## src/rtl/mouse_motion_button_tracker_unit_defines.svh

```systemverilog
// Assertion macros for the mouse motion and button tracker.
// Each assertion is clocked on clk_i and is switched off while rst_ni is low.
// Synthesis sees empty bodies.
`ifndef MOUSE_MOTION_BUTTON_TRACKER_UNIT_DEFINES_SVH
`define MOUSE_MOTION_BUTTON_TRACKER_UNIT_DEFINES_SVH

`ifndef SYNTHESIS

// Same-cycle implication: whenever a holds, c holds as well.
`define MMBT_ASSERT_IMPLY(lbl, a, c, msg) \
  lbl: assert property (@(posedge clk_i) disable iff (!rst_ni) (a) |-> (c)) \
    else $error(msg);

// Next-cycle implication: whenever a holds, c holds in the following cycle.
`define MMBT_ASSERT_NEXT(lbl, a, c, msg) \
  lbl: assert property (@(posedge clk_i) disable iff (!rst_ni) (a) |=> (c)) \
    else $error(msg);

`else

`define MMBT_ASSERT_IMPLY(lbl, a, c, msg)
`define MMBT_ASSERT_NEXT(lbl, a, c, msg)

`endif

`endif

```

## src/rtl/mmbt_pkg.sv

```systemverilog
package mmbt_pkg;

  // Field and datapath widths.
  localparam int COORD_W   = 16;  // positions, mickeys, accumulators
  localparam int RATIO_W   = 15;  // mickey ratio registers
  localparam int MASK_W    = 9;   // event bits and report mask
  localparam int BTN_W     = 3;   // button bits of one report
  localparam int WHEEL_W   = 8;   // wheel step
  localparam int FUNC_W    = 3;
  localparam int CFG_IDX_W = 3;
  localparam int CFG_W     = 16;
  localparam int SQ_W      = 17;  // operand of the shared squarer
  localparam int PROD_W    = 2 * SQ_W;
  localparam int ENERGY_W  = 32;
  // Scaled move plus remainder: a doubled move times eight, plus a remainder
  // below the largest ratio, stays well inside 21 signed bits.
  localparam int TERM_W    = 21;
  // Position plus quotient before the window clamp.
  localparam int POS_W     = 22;
  localparam int WHERE_W   = 2 * COORD_W;
  localparam int BTN_EV_W  = MASK_W - 1;  // button event bits above the move bit

  // Algorithm constants.
  localparam int TICK_WINDOW = 18;
  localparam int SCALE_SHIFT = 3;   // times eight
  localparam int BUTTON_COUNT_DEF = 3;
  localparam logic WHEEL_PRESENT = 1'b1;

  // Event bit positions.
  localparam int EV_MOVE  = 0;
  localparam int EV_WHEEL = 7;
  localparam int EV_ABS   = 8;

  // Register reset values.
  localparam logic [RATIO_W-1:0]        RATIO_X_RST = RATIO_W'(8);
  localparam logic [RATIO_W-1:0]        RATIO_Y_RST = RATIO_W'(16);
  localparam logic [COORD_W-1:0]        LIMIT_RST   = COORD_W'(64);
  localparam logic signed [COORD_W-1:0] LEFT_RST    = COORD_W'(0);
  localparam logic signed [COORD_W-1:0] RIGHT_RST   = COORD_W'(639);
  localparam logic signed [COORD_W-1:0] TOP_RST     = COORD_W'(0);
  localparam logic signed [COORD_W-1:0] BOTTOM_RST  = COORD_W'(199);
  localparam logic [MASK_W-1:0]         MASK_RST    = MASK_W'(0);

  // Operation codes of an input transaction.
  typedef enum logic [FUNC_W-1:0] {
    FUNC_REPORT   = 3'd0,
    FUNC_SET_POS  = 3'd1,
    FUNC_RD_PRESS = 3'd2,
    FUNC_RD_REL   = 3'd3,
    FUNC_RD_MOVE  = 3'd4
  } func_e;

  // Configuration register indexes.
  typedef enum logic [CFG_IDX_W-1:0] {
    CFG_RATIO_X = 3'd0,
    CFG_RATIO_Y = 3'd1,
    CFG_LIMIT   = 3'd2,
    CFG_LEFT    = 3'd3,
    CFG_RIGHT   = 3'd4,
    CFG_TOP     = 3'd5,
    CFG_BOTTOM  = 3'd6,
    CFG_MASK    = 3'd7
  } cfg_idx_e;

  // Sequencer states.
  typedef enum logic [3:0] {
    S_IDLE,
    S_EXEC,
    S_SQX,
    S_SQY,
    S_LIM,
    S_CMP,
    S_DIVX,
    S_DIVY,
    S_FINISH
  } state_e;

  // Control from the sequencer to the button counter bank.
  typedef struct packed {
    logic upd;       // count the edges of this report
    logic rd_press;  // read and clear the selected press counter
    logic rd_rel;    // read and clear the selected release counter
  } btn_ctl_t;

  // Clamp to the window: the minimum first, then the maximum.
  function automatic logic signed [COORD_W-1:0] clamp_edge(
    input logic signed [POS_W-1:0]   p,
    input logic signed [COORD_W-1:0] lo,
    input logic signed [COORD_W-1:0] hi
  );
    logic signed [POS_W-1:0] lo_w;
    logic signed [POS_W-1:0] hi_w;
    logic signed [POS_W-1:0] r;
    lo_w = {{(POS_W-COORD_W){lo[COORD_W-1]}}, lo};
    hi_w = {{(POS_W-COORD_W){hi[COORD_W-1]}}, hi};
    r = p;
    if (r < lo_w) r = lo_w;
    if (r > hi_w) r = hi_w;
    return r[COORD_W-1:0];
  endfunction

endpackage

```

## src/rtl/mouse_motion_button_tracker_unit.sv

```systemverilog
// Mouse motion and button tracker.
// Input channel (in_valid_i/in_ready_o) carries one mouse report or one host
// access per transaction; output channel (out_valid_o/out_ready_i) returns one
// result transaction for each. Configuration writes arrive on cfg_valid_i with
// cfg_index_i and cfg_data_i; cfg_ready_o is always high and writes are meant
// for an idle block.
// Sequence: a relative report with motion squares the motion x, the motion y and
// the threshold in turn on one shared 17x17 squarer, then a restoring divider
// produces one quotient bit per cycle for each axis, x then y. Reports without
// relative motion and host accesses go from S_EXEC straight to S_FINISH, where
// the result is registered once the output register is free.
// One transaction is worked at a time; in_ready_o is high only while the
// sequencer is idle, the cycle after the result has been registered.
// The result sits in an output register: if the receiver stalls, the next
// transaction is still accepted and worked, and its result waits until the
// held one has been taken.
// Reset loads the register defaults, puts the cursor at the top left corner of
// the default window and clears accumulators, counters and the button history.
`include "mouse_motion_button_tracker_unit_defines.svh"

module mouse_motion_button_tracker_unit #(
  parameter int BUTTON_COUNT = mmbt_pkg::BUTTON_COUNT_DEF
) (
  input  logic                                 clk_i,
  input  logic                                 rst_ni,
  // Configuration channel
  input  logic                                 cfg_valid_i,
  output logic                                 cfg_ready_o,
  input  logic [mmbt_pkg::CFG_IDX_W-1:0]       cfg_index_i,
  input  logic [mmbt_pkg::CFG_W-1:0]           cfg_data_i,
  // Input channel
  input  logic                                 in_valid_i,
  output logic                                 in_ready_o,
  input  logic [mmbt_pkg::FUNC_W-1:0]          func_i,
  input  logic [mmbt_pkg::BTN_W-1:0]           btn_in_i,
  input  logic                                 abs_mode_i,
  input  logic signed [mmbt_pkg::COORD_W-1:0]  move_x_i,
  input  logic signed [mmbt_pkg::COORD_W-1:0]  move_y_i,
  input  logic signed [mmbt_pkg::WHEEL_W-1:0]  wheel_step_i,
  input  logic [mmbt_pkg::COORD_W-1:0]         tick_now_i,
  input  logic [mmbt_pkg::BTN_W-1:0]           btn_select_i,
  // Output channel
  output logic                                 out_valid_o,
  input  logic                                 out_ready_i,
  output logic [mmbt_pkg::MASK_W-1:0]          event_bits_o,
  output logic [mmbt_pkg::COORD_W-1:0]         btn_state_out_o,
  output logic signed [mmbt_pkg::COORD_W-1:0]  cur_x_o,
  output logic signed [mmbt_pkg::COORD_W-1:0]  cur_y_o,
  output logic signed [mmbt_pkg::COORD_W-1:0]  motion_x_o,
  output logic signed [mmbt_pkg::COORD_W-1:0]  motion_y_o,
  output logic [mmbt_pkg::COORD_W-1:0]         tally_o,
  output logic signed [mmbt_pkg::COORD_W-1:0]  at_x_o,
  output logic signed [mmbt_pkg::COORD_W-1:0]  at_y_o,
  output logic                                 notify_o
);

  localparam int CW = mmbt_pkg::COORD_W;
  localparam int RW = mmbt_pkg::RATIO_W;
  localparam int TW = mmbt_pkg::TERM_W;
  localparam int PW = mmbt_pkg::POS_W;
  localparam int EW = mmbt_pkg::ENERGY_W;
  localparam int QW = mmbt_pkg::PROD_W;
  localparam int SW = mmbt_pkg::SQ_W;
  localparam int MW = mmbt_pkg::MASK_W;

  // Configuration registers
  logic [RW-1:0]        ratio_x_q, ratio_y_q;
  logic [CW-1:0]        limit_q;
  logic signed [CW-1:0] left_q, right_q, top_q, bottom_q;
  logic [MW-1:0]        mask_q;

  // Captured transaction
  logic [mmbt_pkg::FUNC_W-1:0]  func_q;
  logic [mmbt_pkg::BTN_W-1:0]   btn_q;
  logic                         abs_q;
  logic signed [CW-1:0]         mx_q, my_q;
  logic signed [mmbt_pkg::WHEEL_W-1:0] wheel_q;
  logic [CW-1:0]                tick_q;
  logic [mmbt_pkg::BTN_W-1:0]   sel_q;

  // Tracker state
  logic signed [CW-1:0] pos_x_q, pos_y_q;
  logic signed [CW-1:0] rem_x_q, rem_y_q;
  logic [CW-1:0]        acc_x_q, acc_y_q;
  logic [mmbt_pkg::BTN_W-1:0] prior_q;
  logic [CW-1:0]        tick_mark_q;
  logic [EW-1:0]        energy_q;

  // Working registers
  mmbt_pkg::state_e     state_q, state_d;
  logic [MW-1:0]        ev_q;
  logic                 clamp_q;
  logic signed [PW-1:0] pre_x_q, pre_y_q;
  logic [QW-1:0]        prod_q;
  logic [QW-1:0]        sum_q;
  logic signed [TW-1:0] ty_q;

  // Output registers
  logic                 out_valid_q;
  logic [MW-1:0]        event_bits_q;
  logic [CW-1:0]        btn_state_q;
  logic signed [CW-1:0] cur_x_q, cur_y_q, motion_x_q, motion_y_q;
  logic [CW-1:0]        tally_q;
  logic signed [CW-1:0] at_x_q, at_y_q;
  logic                 notify_q;

  // Sequencer outputs
  logic                 in_fire;
  logic                 fire;
  logic                 div_start;
  mmbt_pkg::btn_ctl_t   bank_ctl;

  // Datapath signals
  mmbt_pkg::func_e      func_cur;
  logic                 is_move;
  logic                 abs_moved;
  logic                 window_over;
  logic [CW-1:0]        tick_gap;
  logic [MW-1:0]        ev_exec;
  logic [CW-1:0]        abs_dx, abs_dy;
  logic [SW-1:0]        ax, ay, sq_op;
  logic [SW-1:0]        mx_ext, my_ext;
  logic [QW-1:0]        energy_sum;
  logic                 doubled;
  logic [SW-1:0]        mx_eff, my_eff;
  logic signed [TW-1:0] tx, ty;
  logic signed [TW-1:0] div_dividend;
  logic [RW-1:0]        div_divisor;
  logic                 div_busy, div_done;
  logic signed [TW-1:0] div_quo;
  logic signed [CW-1:0] div_rem;
  logic signed [CW-1:0] clamp_x, clamp_y;
  logic signed [CW-1:0] new_x, new_y;
  logic [mmbt_pkg::BTN_EV_W-1:0] bank_ev;
  logic [CW-1:0]        bank_tally;
  logic [mmbt_pkg::WHERE_W-1:0]  bank_where;
  logic [MW-1:0]        events;
  logic [mmbt_pkg::WHEEL_W-1:0]  wheel_bits;

  // ---------------------------------------------------------------------
  // Configuration port
  // ---------------------------------------------------------------------
  assign cfg_ready_o = 1'b1;

  always_ff @(posedge clk_i or negedge rst_ni) begin
    if (!rst_ni) begin
      ratio_x_q <= mmbt_pkg::RATIO_X_RST;
      ratio_y_q <= mmbt_pkg::RATIO_Y_RST;
      limit_q   <= mmbt_pkg::LIMIT_RST;
      left_q    <= mmbt_pkg::LEFT_RST;
      right_q   <= mmbt_pkg::RIGHT_RST;
      top_q     <= mmbt_pkg::TOP_RST;
      bottom_q  <= mmbt_pkg::BOTTOM_RST;
      mask_q    <= mmbt_pkg::MASK_RST;
    end else if (cfg_valid_i) begin
      case (mmbt_pkg::cfg_idx_e'(cfg_index_i))
        mmbt_pkg::CFG_RATIO_X: ratio_x_q <= cfg_data_i[RW-1:0];
        mmbt_pkg::CFG_RATIO_Y: ratio_y_q <= cfg_data_i[RW-1:0];
        mmbt_pkg::CFG_LIMIT:   limit_q   <= cfg_data_i;
        mmbt_pkg::CFG_LEFT:    left_q    <= cfg_data_i;
        mmbt_pkg::CFG_RIGHT:   right_q   <= cfg_data_i;
        mmbt_pkg::CFG_TOP:     top_q     <= cfg_data_i;
        mmbt_pkg::CFG_BOTTOM:  bottom_q  <= cfg_data_i;
        mmbt_pkg::CFG_MASK:    mask_q    <= cfg_data_i[MW-1:0];
        default: ;
      endcase
    end
  end

  // ---------------------------------------------------------------------
  // Sequencer
  // ---------------------------------------------------------------------
  assign func_cur = mmbt_pkg::func_e'(func_q);
  assign is_move  = (mx_q != '0) || (my_q != '0);

  always_ff @(posedge clk_i or negedge rst_ni) begin
    if (!rst_ni) begin
      state_q <= mmbt_pkg::S_IDLE;
    end else begin
      state_q <= state_d;
    end
  end

  always_comb begin
    state_d          = state_q;
    in_ready_o       = 1'b0;
    fire             = 1'b0;
    div_start        = 1'b0;
    bank_ctl         = '0;
    case (state_q)
      mmbt_pkg::S_IDLE: begin
        in_ready_o = 1'b1;
        if (in_valid_i) state_d = mmbt_pkg::S_EXEC;
      end
      mmbt_pkg::S_EXEC: begin
        if ((func_cur == mmbt_pkg::FUNC_REPORT) && !abs_q && is_move) begin
          state_d = mmbt_pkg::S_SQX;
        end else begin
          state_d = mmbt_pkg::S_FINISH;
        end
      end
      mmbt_pkg::S_SQX: state_d = mmbt_pkg::S_SQY;
      mmbt_pkg::S_SQY: state_d = mmbt_pkg::S_LIM;
      mmbt_pkg::S_LIM: state_d = mmbt_pkg::S_CMP;
      mmbt_pkg::S_CMP: begin
        div_start = 1'b1;
        state_d   = mmbt_pkg::S_DIVX;
      end
      mmbt_pkg::S_DIVX: begin
        if (div_done) begin
          div_start = 1'b1;
          state_d   = mmbt_pkg::S_DIVY;
        end
      end
      mmbt_pkg::S_DIVY: begin
        if (div_done) state_d = mmbt_pkg::S_FINISH;
      end
      mmbt_pkg::S_FINISH: begin
        if (!out_valid_q || out_ready_i) begin
          fire              = 1'b1;
          bank_ctl.upd      = (func_cur == mmbt_pkg::FUNC_REPORT);
          bank_ctl.rd_press = (func_cur == mmbt_pkg::FUNC_RD_PRESS);
          bank_ctl.rd_rel   = (func_cur == mmbt_pkg::FUNC_RD_REL);
          state_d           = mmbt_pkg::S_IDLE;
        end
      end
      default: state_d = mmbt_pkg::S_IDLE;
    endcase
  end

  assign in_fire = in_valid_i && in_ready_o;

  // Capture the accepted transaction.
  always_ff @(posedge clk_i) begin
    if (in_fire) begin
      func_q  <= func_i;
      btn_q   <= btn_in_i;
      abs_q   <= abs_mode_i;
      mx_q    <= move_x_i;
      my_q    <= move_y_i;
      wheel_q <= wheel_step_i;
      tick_q  <= tick_now_i;
      sel_q   <= btn_select_i;
    end
  end

  // ---------------------------------------------------------------------
  // First step: absolute placement, event bits, tick window
  // ---------------------------------------------------------------------
  always_comb begin
    tick_gap    = tick_q - tick_mark_q;
    window_over = (tick_gap >= CW'(mmbt_pkg::TICK_WINDOW));
    abs_moved   = (mx_q != pos_x_q) || (my_q != pos_y_q);
    abs_dx      = (mx_q - pos_x_q) << mmbt_pkg::SCALE_SHIFT;
    abs_dy      = (my_q - pos_y_q) << mmbt_pkg::SCALE_SHIFT;
    ev_exec     = '0;
    if (func_cur == mmbt_pkg::FUNC_REPORT) begin
      ev_exec[mmbt_pkg::EV_WHEEL] = mmbt_pkg::WHEEL_PRESENT && (wheel_q != '0);
      if (abs_q) begin
        ev_exec[mmbt_pkg::EV_ABS]  = 1'b1;
        ev_exec[mmbt_pkg::EV_MOVE] = abs_moved;
      end else begin
        ev_exec[mmbt_pkg::EV_MOVE] = is_move;
      end
    end
  end

  // ---------------------------------------------------------------------
  // Shared squarer: motion x, motion y, then the threshold
  // ---------------------------------------------------------------------
  always_comb begin
    mx_ext = {mx_q[CW-1], mx_q};
    my_ext = {my_q[CW-1], my_q};
    ax     = mx_ext[SW-1] ? (SW'(0) - mx_ext) : mx_ext;
    ay     = my_ext[SW-1] ? (SW'(0) - my_ext) : my_ext;
    case (state_q)
      mmbt_pkg::S_SQX: sq_op = ax;
      mmbt_pkg::S_SQY: sq_op = ay;
      default:         sq_op = {1'b0, limit_q};
    endcase
    energy_sum = sum_q + prod_q;
  end

  // Doubling and the scaled terms handed to the divider.
  always_comb begin
    doubled = ({(QW-EW)'(0), energy_q} > prod_q);
    mx_eff  = doubled ? {mx_q, 1'b0} : mx_ext;
    my_eff  = doubled ? {my_q, 1'b0} : my_ext;
    tx = {{(TW-SW-mmbt_pkg::SCALE_SHIFT){mx_eff[SW-1]}}, mx_eff,
          mmbt_pkg::SCALE_SHIFT'(0)}
       + {{(TW-CW){rem_x_q[CW-1]}}, rem_x_q};
    ty = {{(TW-SW-mmbt_pkg::SCALE_SHIFT){my_eff[SW-1]}}, my_eff,
          mmbt_pkg::SCALE_SHIFT'(0)}
       + {{(TW-CW){rem_y_q[CW-1]}}, rem_y_q};
    if (state_q == mmbt_pkg::S_CMP) begin
      div_dividend = tx;
      div_divisor  = ratio_x_q;
    end else begin
      div_dividend = ty_q;
      div_divisor  = ratio_y_q;
    end
  end

  mmbt_divider u_div (
    .clk_i       (clk_i),
    .rst_ni      (rst_ni),
    .start_i     (div_start),
    .dividend_i  (div_dividend),
    .divisor_i   (div_divisor),
    .busy_o      (div_busy),
    .done_o      (div_done),
    .quotient_o  (div_quo),
    .remainder_o (div_rem)
  );

  // ---------------------------------------------------------------------
  // Final step: window clamp, buttons, result
  // ---------------------------------------------------------------------
  always_comb begin
    clamp_x    = mmbt_pkg::clamp_edge(pre_x_q, left_q, right_q);
    clamp_y    = mmbt_pkg::clamp_edge(pre_y_q, top_q, bottom_q);
    new_x      = clamp_q ? clamp_x : pos_x_q;
    new_y      = clamp_q ? clamp_y : pos_y_q;
    events     = (ev_q | {bank_ev, 1'b0}) & mask_q;
    wheel_bits = ev_q[mmbt_pkg::EV_WHEEL] ? wheel_q : '0;
  end

  mmbt_button_bank #(
    .BUTTON_COUNT (BUTTON_COUNT)
  ) u_bank (
    .clk_i   (clk_i),
    .rst_ni  (rst_ni),
    .ctl_i   (bank_ctl),
    .btn_i   (btn_q),
    .prior_i (prior_q),
    .where_i ({new_y, new_x}),
    .sel_i   (sel_q),
    .ev_o    (bank_ev),
    .tally_o (bank_tally),
    .where_o (bank_where)
  );

  // Working registers of the sequence.
  always_ff @(posedge clk_i) begin
    case (state_q)
      mmbt_pkg::S_EXEC: begin
        ev_q    <= ev_exec;
        clamp_q <= (func_cur == mmbt_pkg::FUNC_REPORT) ||
                   (func_cur == mmbt_pkg::FUNC_SET_POS);
        if ((func_cur == mmbt_pkg::FUNC_SET_POS) ||
            ((func_cur == mmbt_pkg::FUNC_REPORT) && abs_q && abs_moved)) begin
          pre_x_q <= {{(PW-CW){mx_q[CW-1]}}, mx_q};
          pre_y_q <= {{(PW-CW){my_q[CW-1]}}, my_q};
        end else begin
          pre_x_q <= {{(PW-CW){pos_x_q[CW-1]}}, pos_x_q};
          pre_y_q <= {{(PW-CW){pos_y_q[CW-1]}}, pos_y_q};
        end
      end
      mmbt_pkg::S_SQX: begin
        prod_q <= sq_op * sq_op;
      end
      mmbt_pkg::S_SQY: begin
        sum_q  <= {(QW-EW)'(0), energy_q} + prod_q;
        prod_q <= sq_op * sq_op;
      end
      mmbt_pkg::S_LIM: begin
        prod_q <= sq_op * sq_op;
      end
      mmbt_pkg::S_CMP: begin
        ty_q <= ty;
      end
      mmbt_pkg::S_DIVX: begin
        if (div_done) begin
          pre_x_q <= {{(PW-CW){pos_x_q[CW-1]}}, pos_x_q}
                   + {{(PW-TW){div_quo[TW-1]}}, div_quo};
        end
      end
      mmbt_pkg::S_DIVY: begin
        if (div_done) begin
          pre_y_q <= {{(PW-CW){pos_y_q[CW-1]}}, pos_y_q}
                   + {{(PW-TW){div_quo[TW-1]}}, div_quo};
        end
      end
      default: ;
    endcase
  end

  // Tracker state updates.
  always_ff @(posedge clk_i or negedge rst_ni) begin
    if (!rst_ni) begin
      pos_x_q     <= mmbt_pkg::LEFT_RST;
      pos_y_q     <= mmbt_pkg::TOP_RST;
      rem_x_q     <= '0;
      rem_y_q     <= '0;
      acc_x_q     <= '0;
      acc_y_q     <= '0;
      prior_q     <= '0;
      tick_mark_q <= '0;
      energy_q    <= '0;
    end else begin
      case (state_q)
        mmbt_pkg::S_EXEC: begin
          if (func_cur == mmbt_pkg::FUNC_SET_POS) begin
            rem_x_q <= '0;
            rem_y_q <= '0;
            acc_x_q <= '0;
            acc_y_q <= '0;
          end else if ((func_cur == mmbt_pkg::FUNC_REPORT) && abs_q) begin
            if (abs_moved) begin
              acc_x_q <= acc_x_q + abs_dx;
              acc_y_q <= acc_y_q + abs_dy;
              rem_x_q <= '0;
              rem_y_q <= '0;
            end
          end else if ((func_cur == mmbt_pkg::FUNC_REPORT) && is_move &&
                       window_over) begin
            energy_q    <= '0;
            tick_mark_q <= tick_q;
          end
        end
        mmbt_pkg::S_LIM: begin
          // Energy saturates at all ones.
          energy_q <= (|energy_sum[QW-1:EW]) ? '1 : energy_sum[EW-1:0];
        end
        mmbt_pkg::S_CMP: begin
          acc_x_q <= acc_x_q + mx_eff[CW-1:0];
          acc_y_q <= acc_y_q + my_eff[CW-1:0];
        end
        mmbt_pkg::S_DIVX: begin
          if (div_done) rem_x_q <= div_rem;
        end
        mmbt_pkg::S_DIVY: begin
          if (div_done) rem_y_q <= div_rem;
        end
        mmbt_pkg::S_FINISH: begin
          if (fire) begin
            if (clamp_q) begin
              pos_x_q <= clamp_x;
              pos_y_q <= clamp_y;
            end
            if (func_cur == mmbt_pkg::FUNC_REPORT) prior_q <= btn_q;
            if (func_cur == mmbt_pkg::FUNC_RD_MOVE) begin
              acc_x_q <= '0;
              acc_y_q <= '0;
            end
          end
        end
        default: ;
      endcase
    end
  end

  // ---------------------------------------------------------------------
  // Output register
  // ---------------------------------------------------------------------
  always_ff @(posedge clk_i or negedge rst_ni) begin
    if (!rst_ni) begin
      out_valid_q <= 1'b0;
    end else if (fire) begin
      out_valid_q <= 1'b1;
    end else if (out_ready_i) begin
      out_valid_q <= 1'b0;
    end
  end

  always_ff @(posedge clk_i) begin
    if (fire) begin
      event_bits_q <= events;
      notify_q     <= (events != '0);
      if (func_cur == mmbt_pkg::FUNC_REPORT) begin
        btn_state_q <= {wheel_bits, (CW-mmbt_pkg::WHEEL_W-mmbt_pkg::BTN_W)'(0), btn_q};
      end else begin
        btn_state_q <= {(CW-mmbt_pkg::BTN_W)'(0), prior_q};
      end
      cur_x_q    <= new_x;
      cur_y_q    <= new_y;
      motion_x_q <= acc_x_q;
      motion_y_q <= acc_y_q;
      if ((func_cur == mmbt_pkg::FUNC_RD_PRESS) || (func_cur == mmbt_pkg::FUNC_RD_REL)) begin
        tally_q <= bank_tally;
        at_x_q  <= bank_where[CW-1:0];
        at_y_q  <= bank_where[2*CW-1:CW];
      end else begin
        tally_q <= '0;
        at_x_q  <= '0;
        at_y_q  <= '0;
      end
    end
  end

  assign out_valid_o     = out_valid_q;
  assign event_bits_o    = event_bits_q;
  assign btn_state_out_o = btn_state_q;
  assign cur_x_o         = cur_x_q;
  assign cur_y_o         = cur_y_q;
  assign motion_x_o      = motion_x_q;
  assign motion_y_o      = motion_y_q;
  assign tally_o         = tally_q;
  assign at_x_o          = at_x_q;
  assign at_y_o          = at_y_q;
  assign notify_o        = notify_q;

  // ---------------------------------------------------------------------
  // Assertions
  // ---------------------------------------------------------------------
  `MMBT_ASSERT_IMPLY(a_div_idle_when_ready, in_ready_o, !div_busy, "divider busy while idle")
  `MMBT_ASSERT_IMPLY(a_div_done_in_wait, div_done,
    (state_q == mmbt_pkg::S_DIVX) || (state_q == mmbt_pkg::S_DIVY), "stray divider result")
  `MMBT_ASSERT_NEXT(a_result_then_idle, fire, out_valid_q && in_ready_o,
    "result not presented after completion")
  `MMBT_ASSERT_NEXT(a_accept_starts, in_fire, state_q == mmbt_pkg::S_EXEC,
    "accepted transaction not started")

endmodule

```

## src/rtl/mmbt_divider.sv

```systemverilog
// Signed by unsigned restoring divider, one quotient bit per cycle.
// Truncates towards zero; the remainder takes the sign of the dividend.
module mmbt_divider (
  input  logic                                   clk_i,
  input  logic                                   rst_ni,
  input  logic                                   start_i,
  input  logic signed [mmbt_pkg::TERM_W-1:0]     dividend_i,
  input  logic        [mmbt_pkg::RATIO_W-1:0]    divisor_i,
  output logic                                   busy_o,
  output logic                                   done_o,
  output logic signed [mmbt_pkg::TERM_W-1:0]     quotient_o,
  output logic signed [mmbt_pkg::COORD_W-1:0]    remainder_o
);

  localparam int TW  = mmbt_pkg::TERM_W;
  localparam int RW  = mmbt_pkg::RATIO_W;
  localparam int CNT_W = $clog2(TW);

  logic             busy_q;
  logic             done_q;
  logic             neg_q;
  logic [CNT_W-1:0] cnt_q;
  logic [TW-1:0]    dvd_q;
  logic [RW-1:0]    dvs_q;
  logic [RW-1:0]    rem_q;

  logic [RW:0]      shifted;
  logic [RW:0]      diff;
  logic             qbit;
  logic [TW-1:0]    dvd_mag;

  // One restoring step: bring down the next dividend bit and try a subtract.
  always_comb begin
    shifted = {rem_q, dvd_q[TW-1]};
    diff    = shifted - {1'b0, dvs_q};
    qbit    = (shifted >= {1'b0, dvs_q});
    dvd_mag = dividend_i[TW-1] ? (TW'(0) - dividend_i) : dividend_i;
  end

  // Control registers.
  always_ff @(posedge clk_i or negedge rst_ni) begin
    if (!rst_ni) begin
      busy_q <= 1'b0;
      done_q <= 1'b0;
      cnt_q  <= '0;
    end else begin
      done_q <= busy_q && (cnt_q == CNT_W'(TW - 1));
      if (start_i) begin
        busy_q <= 1'b1;
        cnt_q  <= '0;
      end else if (busy_q) begin
        cnt_q <= cnt_q + 1'b1;
        if (cnt_q == CNT_W'(TW - 1)) begin
          busy_q <= 1'b0;
        end
      end
    end
  end

  // Operand and partial result registers; the quotient shifts into dvd_q.
  always_ff @(posedge clk_i) begin
    if (start_i) begin
      neg_q <= dividend_i[TW-1];
      dvd_q <= dvd_mag;
      dvs_q <= (divisor_i == '0) ? RW'(1) : divisor_i;
      rem_q <= '0;
    end else if (busy_q) begin
      dvd_q <= {dvd_q[TW-2:0], qbit};
      rem_q <= qbit ? diff[RW-1:0] : shifted[RW-1:0];
    end
  end

  // Restore the signs.
  assign busy_o      = busy_q;
  assign done_o      = done_q;
  assign quotient_o  = neg_q ? (TW'(0) - dvd_q) : dvd_q;
  assign remainder_o = neg_q ? (mmbt_pkg::COORD_W'(0) - {1'b0, rem_q}) : {1'b0, rem_q};

endmodule

```

## src/rtl/mmbt_button_bank.sv

```systemverilog
// Press and release counters with the cursor position of the last counted
// edge, one pair for each button. A read returns the selected entry and
// clears it in the same transaction.
module mmbt_button_bank #(
  parameter int BUTTON_COUNT = mmbt_pkg::BUTTON_COUNT_DEF
) (
  input  logic                                clk_i,
  input  logic                                rst_ni,
  input  mmbt_pkg::btn_ctl_t                  ctl_i,
  input  logic [mmbt_pkg::BTN_W-1:0]          btn_i,
  input  logic [mmbt_pkg::BTN_W-1:0]          prior_i,
  input  logic [mmbt_pkg::WHERE_W-1:0]        where_i,
  input  logic [mmbt_pkg::BTN_W-1:0]          sel_i,
  output logic [mmbt_pkg::BTN_EV_W-1:0]       ev_o,
  output logic [mmbt_pkg::COORD_W-1:0]        tally_o,
  output logic [mmbt_pkg::WHERE_W-1:0]        where_o
);

  localparam int SEL_W = (BUTTON_COUNT > 1) ? $clog2(BUTTON_COUNT) : 1;
  localparam int CW    = mmbt_pkg::COORD_W;
  localparam int WW    = mmbt_pkg::WHERE_W;

  logic [CW-1:0] press_cnt_q [BUTTON_COUNT];
  logic [WW-1:0] press_at_q  [BUTTON_COUNT];
  logic [CW-1:0] rel_cnt_q   [BUTTON_COUNT];
  logic [WW-1:0] rel_at_q    [BUTTON_COUNT];

  logic [BUTTON_COUNT-1:0] press_hit;
  logic [BUTTON_COUNT-1:0] rel_hit;
  logic [SEL_W-1:0]        idx;

  // Edge detection; buttons beyond the report's bits never change.
  for (genvar gi = 0; gi < BUTTON_COUNT; gi++) begin : g_edge
    if (gi < mmbt_pkg::BTN_W) begin : g_real
      assign press_hit[gi] = btn_i[gi] && !prior_i[gi];
      assign rel_hit[gi]   = !btn_i[gi] && prior_i[gi];
    end else begin : g_absent
      assign press_hit[gi] = 1'b0;
      assign rel_hit[gi]   = 1'b0;
    end
  end

  // Event bits: press and release of button i sit at 2i and 2i+1 here.
  for (genvar gi = 0; gi < mmbt_pkg::BTN_EV_W / 2; gi++) begin : g_ev
    if (gi < BUTTON_COUNT) begin : g_used
      assign ev_o[2*gi]   = ctl_i.upd && press_hit[gi];
      assign ev_o[2*gi+1] = ctl_i.upd && rel_hit[gi];
    end else begin : g_unused
      assign ev_o[2*gi]   = 1'b0;
      assign ev_o[2*gi+1] = 1'b0;
    end
  end

  // A selection beyond the last button reads the last button.
  always_comb begin
    if ({1'b0, sel_i} >= (mmbt_pkg::BTN_W + 1)'(BUTTON_COUNT)) begin
      idx = SEL_W'(BUTTON_COUNT - 1);
    end else begin
      idx = sel_i[SEL_W-1:0];
    end
  end

  // Read port for counter reads.
  assign tally_o = ctl_i.rd_rel ? rel_cnt_q[idx] : press_cnt_q[idx];
  assign where_o = ctl_i.rd_rel ? rel_at_q[idx]  : press_at_q[idx];

  // Counting on reports, clearing on reads.
  always_ff @(posedge clk_i or negedge rst_ni) begin
    if (!rst_ni) begin
      for (int i = 0; i < BUTTON_COUNT; i++) begin
        press_cnt_q[i] <= '0;
        press_at_q[i]  <= '0;
        rel_cnt_q[i]   <= '0;
        rel_at_q[i]    <= '0;
      end
    end else begin
      for (int i = 0; i < BUTTON_COUNT; i++) begin
        if (ctl_i.upd && press_hit[i]) begin
          press_cnt_q[i] <= press_cnt_q[i] + 1'b1;
          press_at_q[i]  <= where_i;
        end else if (ctl_i.upd && rel_hit[i]) begin
          rel_cnt_q[i] <= rel_cnt_q[i] + 1'b1;
          rel_at_q[i]  <= where_i;
        end
        if (ctl_i.rd_press && (idx == SEL_W'(i))) begin
          press_cnt_q[i] <= '0;
          press_at_q[i]  <= '0;
        end
        if (ctl_i.rd_rel && (idx == SEL_W'(i))) begin
          rel_cnt_q[i] <= '0;
          rel_at_q[i]  <= '0;
        end
      end
    end
  end

endmodule

```

## config.mk

```make
export PLATFORM = sky130hd
export DESIGN_NAME = mouse_motion_button_tracker_unit
export DESIGN_NICKNAME = d
export VERILOG_FILES = /design/src/rtl/mmbt_pkg.sv /design/src/rtl/mouse_motion_button_tracker_unit.sv /design/src/rtl/mmbt_divider.sv /design/src/rtl/mmbt_button_bank.sv
export VERILOG_INCLUDE_DIRS = /design/src /design/src/rtl
export SDC_FILE = /design/constraint.sdc
export NUM_CORES = 2
export LEC_CHECK = 0
export BUFFER_PORTS_ARGS = -buffer_cell sky130_fd_sc_hd__buf_4
export CAP_MARGIN = 20
export CORE_MARGIN = 10
export CORE_UTILIZATION = 40
export DETAILED_ROUTE_END_ITERATION = 7
export HOLD_SLACK_MARGIN = 0.12
export PLACE_DENSITY_LB_ADDON = 0.08
export SLEW_MARGIN = 20
export SYNTH_ARGS = -nofsm -noshare
export SYNTH_HDL_FRONTEND = slang
export SYNTH_SLANG_ARGS = --single-unit
```

## constraint.sdc

```tcl
create_clock -name clk_i -period 8.5 [get_ports clk_i]
set_input_delay 0.425 -clock clk_i [delete_from_list [all_inputs] [get_ports clk_i]]
set_output_delay 0.425 -clock clk_i [all_outputs]
set_load 0.05 [all_outputs]
```

Word-level counts from Yosys, hierarchy flattened. Cells that the tools add are included.

Flip-flop bits (word level): 959. Input bits: 90. Output and inout bits: 141. Word-level logic and storage cells: 342.

Add/subtract/negate cells: 26. $mul: 1. Order comparisons: 9. Equal/unequal tests: 38. Muxes and demuxes: 114. Bitwise operators: 5. Reduce and logical (&&, ||, !) cells: 85.

Operators with widths (number): 32-bit two-way mux (24); 16-bit two-way mux (39); 22-bit two-way mux (6); 32-bit binary-select mux with 2-bit select (2); 21-bit two-way mux (5); 16-bit by 1-bit adder with 16-bit output (second input constant) (6); 16-bit case mux with 3 select lines (2); 22-bit case mux with 2 select lines (2); 16-bit adder (4); 16-bit binary-select mux with 2-bit select (2); 16-bit case mux with 2 select lines (2); 32-bit case mux with 2 select lines (1); 16-bit by 21-bit adder with 22-bit output (2); 22-bit by 16-bit greater-than comparator with 1-bit output (2); 22-bit by 16-bit less-than comparator with 1-bit output (2); 20-bit by 16-bit adder with 21-bit output (2); 1-bit by 21-bit subtractor with 21-bit output (first input constant) (2); 4-bit case mux with 9 select lines (1); 32-bit by 34-bit adder with 34-bit output (1); 34-bit adder (1); 32-bit by 34-bit greater-than comparator with 1-bit output (1); 17-bit by 17-bit multiplier with 34-bit output (1); 17-bit two-way mux (2); 17-bit case mux with 2 select lines (1); 53 further kinds (165).

Logic depth before layout (Yosys ltp).
Depth in word-level cells: 8. Depth in mapped cells: 34. Mapped depth without buffers: 33.

Cells and area by module. A second synthesis with hierarchy kept.

Cells, all modules: 7003. Area total of the unflattened synthesis: 66040.8 um2.

Modules (own cells, without submodules): mouse_motion_button_tracker_unit (times used 1, cells each 4781, area an instance 46980.1 um2); mmbt_button_bank (times used 1, cells each 1713, area an instance 14636.5 um2); mmbt_divider (times used 1, cells each 509, area an instance 4424.2 um2).

Least setup slack after synthesis. Ideal clock, no wire load.

Path kind: flip-flop to flip-flop. Start point: register my_q[1]. End point: register prod_q[33] (data pin). Library setup time: 258 ps. Data arrival time: 8345 ps. Slack: -103 ps. Stages on the path, launching flop included: 34. Buffers on the path: 1. Period minus slack after synthesis: 8603 ps. Cells stage by stage: edfxtp_1 -> or2_2 -> or4_1 -> or2_2 -> or3_1 -> nand2_1 -> xor2_1 -> nor2_1 -> a211oi_1 -> inv_1 -> clkbuf_1 -> nand2_1 -> inv_1 -> fa_1 -> inv_1 -> fa_1 -> fa_1 -> inv_1 -> fa_1 -> fa_1 -> inv_1 -> fa_1 -> inv_1 -> ha_1 -> a21o_1 -> a21oi_1 -> nor2b_1 -> a2111oi_0 -> o21ai_0 -> a31oi_1 -> nor3_1 -> a211o_1 -> a21oi_1 -> xnor2_1.

Word-level cells in the longest chain between the ends: 4.

RTL lines: from (decl) (line mouse_motion_button_tracker_unit.sv:76) `logic signed [CW-1:0] mx_q, my_q;`; from (signal assigned) (line mouse_motion_button_tracker_unit.sv:240) `my_q <= move_y_i;`; 1-bit by 16-bit subtractor with 17-bit output (line mouse_motion_button_tracker_unit.sv:275) `ay = my_ext[SW-1] ? (SW'(0) - my_ext) : my_ext;`; 17-bit two-way mux (*) (line mouse_motion_button_tracker_unit.sv:275); 17-bit case mux with 2 select lines (*) (line mouse_motion_button_tracker_unit.sv:276) `case (state_q)`; 17-bit by 17-bit multiplier with 34-bit output (*) (line mouse_motion_button_tracker_unit.sv:360, mouse_motion_button_tracker_unit.sv:364, mouse_motion_button_tracker_unit.sv:367); to (signal assigned) (line mouse_motion_button_tracker_unit.sv:360) `prod_q <= sq_op * sq_op;`; to (signal assigned) (line mouse_motion_button_tracker_unit.sv:364) `prod_q <= sq_op * sq_op;`; to (signal assigned) (line mouse_motion_button_tracker_unit.sv:367) `prod_q <= sq_op * sq_op;`; to (decl) (line mouse_motion_button_tracker_unit.sv:94) `logic [QW-1:0] prod_q;`.

Mark *: on every way between the ends. The rest lies on a longest branch, timed or not. A chain may end at the register's enable or synchronous reset.

Final worst setup path.
Start point: register my_q[0]. End point: register prod_q[33] (data pin).

The elaborated chain is that of the path after synthesis.

==> summary.md <==
Run status
- **outcome** finished clean

GRT
- **total global-route track usage** 0.234
- **number of antenna violations at the first check in global routing** 13
- **largest net degree at the start of global routing** 164
- **global-route wire length before repair** 324000 um
- **via count of the first global-routing pass** 50500
- **global-route congestion overflow total** 0

Final layout
- **Storage cell area** 25700 sq um
- **fillers** 15400
- **footprint of the multi-input gates** 36200 sq um
- **utilization after layout** 0.464
- **Layout Nets** 7797
- **area grow syn2layout** 15.1%
- **ratio of cells with drive above 1 in the final layout** 0.131

Placed design
- **DP Wirelength** 160000 um
- **final RePlAce weighted congestion** 0.919
- **worst slack at placement** -0.178 ns
- **Port Buf Inserts** 224

Logic synthesis
- **share of synthesized cell area in and, or, nand and nor gates** 0.133
- **proportion of netlist area held by the largest area contributor** 0.213
- **share of the synthesized area in compound gates (AO/OA/AOI/OAI)** 0.160
- **Distinct cells, synth** 97
- **synthesis-stage register bit count** 953
- **largest family of logic cells by synthesized area** compound AO/OA/AOI/OAI gates
- **gate count of the mapped netlist** 6670
- **area share of fa/ha/maj cells after synthesis** 0.156
- **cell area after synthesis** 64700 sq um
- **dominant cells by area after synthesis** dfrtp_1, edfxtp_1, ha_1, fa_1, nand2_1
- **syn_area_per_cell** 9.71 sq um
- **sequential share of the synthesized area** 0.396
- **Synthesis Warnings** 0
- **post-synth top area cell** dfrtp_1
- **number of enable-type register cells in the synthesized netlist** 372
- **most frequently used flop master after synthesis** dfrtp_1
- **post-synthesis async set-or-reset flop share** 0.594
- **commonest cells in the netlist** nand2_1, inv_1, dfrtp_1, nor2_1, ha_1
- **XOR/XNOR Fraction of Synth Area** 0.0519
- **most common cell in the netlist** nand2_1
- **portion of netlist area occupied by mux cells** 0.0513

Setup path
- **slowest cell on the critical path** fa_1
- **max incr delay on CP** 0.55 ns
- **crit path DAT** 8.69 ns
- **worst setup path category** reg2reg
- **kind of start point of the critical path** register
- **cell with the most instances on the worst path** fa_1
- **Max FO, Critical Path** 4
- **Req. time, crit path** 8.99 ns
- **kind of end point of the critical path** register

Routing
- **antenna violation net count after detailed routing** 0
- **Via-to-Cell Ratio** 5.53
- **DR vias** 51300
- **Residual DRC** 0
- **total wirelength of the detailed-routed design** 215000 um
- **DRT Pass-1 Iters** 5
- **count of routing violations after the opening detailed-route iteration** 3651
- **final routed wire length divided by cell count** 23.2 um

Floorplan
- **count of pins on the block boundary** 231
- **die span in y** 422 um
- **width of the die** 422 um
- **Core Region** 161000 sq um
- **initial core utilization** 0.403
- **number of rows in the core area** 147
- **overall die area** 178000 sq um

Clock tree
- **CTS H-tree depth** 3
- **maximum buffer depth of the clock tree** 3
- **clock slew at the register clock pins of the worst setup and hold paths** 0.07 ns
- **CTS Root Buffer Type** clkbuf_16
- **clock sinks** 953
- **latest clock arrival within the worst-skew pair** 0.77 ns
- **number of clock buffers inserted by TritonCTS** 112
- **clock tree from TritonCTS** yes

Timing
- **endpoints failing setup** 0
- **measured slew at the worst slew-check pin** 1.20 ns
- **post-route fraction of the period consumed by the critical path** 0.965
- **final hold violations** 0
- **unrepaired setup endpoints after global routing** no
- **normalized max-slew margin** 0.198
- **final hold slack** 0.225 ns
- **final worst-path setup slack** 0.299 ns
- **final sum of negative setup slack** 0 ns
- **skew final** 0.0673 ns
- **Fmax achieved** 0.122 GHz
- **post-layout min period** 8.20 ns
- **pins over their slew limit** 0

Worst hold path
- **worst min-delay path category** in2async

Flow run
- **Maximum Capacitance Violations** 0

## flip-flops by register name (all words and copies together), names as in the netlist, 21 cells and up
register	count
u_bank.press_at_q	96
u_bank.rel_at_q	96
u_bank.press_cnt_q	48
u_bank.rel_cnt_q	48
sum_q	34
prod_q	33
energy_q	32
pre_x_q	22
pre_y_q	22
ty_q	21
u_div.dvd_q	21
## critical path: cells and delay by family (launching register included)
kind | cells | cell delay, ns
flops | 1 | 0.39
mux | 1 | 0.36
simple gates | 6 | 1.31
buf+inv | 6 | 0.49
fa+ha+maj | 7 | 3.22
compound gates | 9 | 1.92
xor+xnor | 2 | 0.24
## metal layers
metal	vias up	GRT usage	part of all wire
li1	24200	-	-
met1	25400	0.317	0.45
met2	1307	0.385	0.47
met3	326	0.0251	0.043
met4	6	0.0862	0.039
met5	-	0	0.00017
## final cells by class
type | instances | area share
Antenna cell | 3 | 0.000101
Clock buffer | 163 | 0.0430
Clock inverter | 49 | 0.00744
Inverter | 587 | 0.0296
Multi-Input combinational cell | 4872 | 0.486
Sequential cell | 953 | 0.344
Tap cell | 2160 | 0.0363
Timing Repair Buffer | 494 | 0.0534
## logic make-up (layout without fill, tap and decap cells)
kind of cell    after synthesis  after routing
flops                       953            953
mux                         306            306
simple gates               1878           1878
other cells                   2             33
compound gates             1589           1589
fa+ha+maj                   687            687
xor+xnor                    382            382
buf+inv                     873           1293
## through the flow
stage,area (sq um),instances
after global routing,74500,9278
after detailed placement,69700,8974
after global placement,69700,8973
final,74500,9281
after CTS,74300,9272
after floorplan,64800,6698
## path summary, 6_finish.rpt
kind,startpoint,end,slack [ns],depth (start not counted)
worst max register to register,my_q[0],prod_q[33],0.30,31
worst min register to register,rem_y_q[0],ty_q[0],0.44,0
min in group clk_i,cfg_index_i[0],right_q[1],0.25,5
worst min-delay path,rst_ni,energy_q[29],0.23,2
worst max-delay path,my_q[0],prod_q[33],0.30,31
max in group asynchronous,rst_ni,pos_x_q[4],6.11,4
## what timing repair did
item                       4_1_cts  5_1_grt
resized for setup                2       42
setup endpoints to repair        3       12
hold endpoints to repair       245        0
setup buffers                    1        5
hold buffers                    85        0
pin swaps                        0        9
## cells in the final DEF (no fill, tap or decap), types with 68 or more instances in the layout
cell / n
nand2_1: 715
inv_1: 576
dfrtp_1: 550
nor2_1: 500
ha_1: 483
o21ai_0: 414
buf_4: 401
a21oi_1: 374
edfxtp_1: 372
fa_1: 202
mux2_2: 200
xnor2_1: 196
xor2_1: 185
a21o_1: 155
nand3_1: 118
clkbuf_16: 114
mux2i_1: 104
a221o_1: 95
dlygate4sd3_1: 85
nor3_1: 84
o211ai_1: 76
a31oi_1: 68
Power is not shown: default switching activity piles up to over one toggle a cycle in this logic, so the estimate is an artifact.
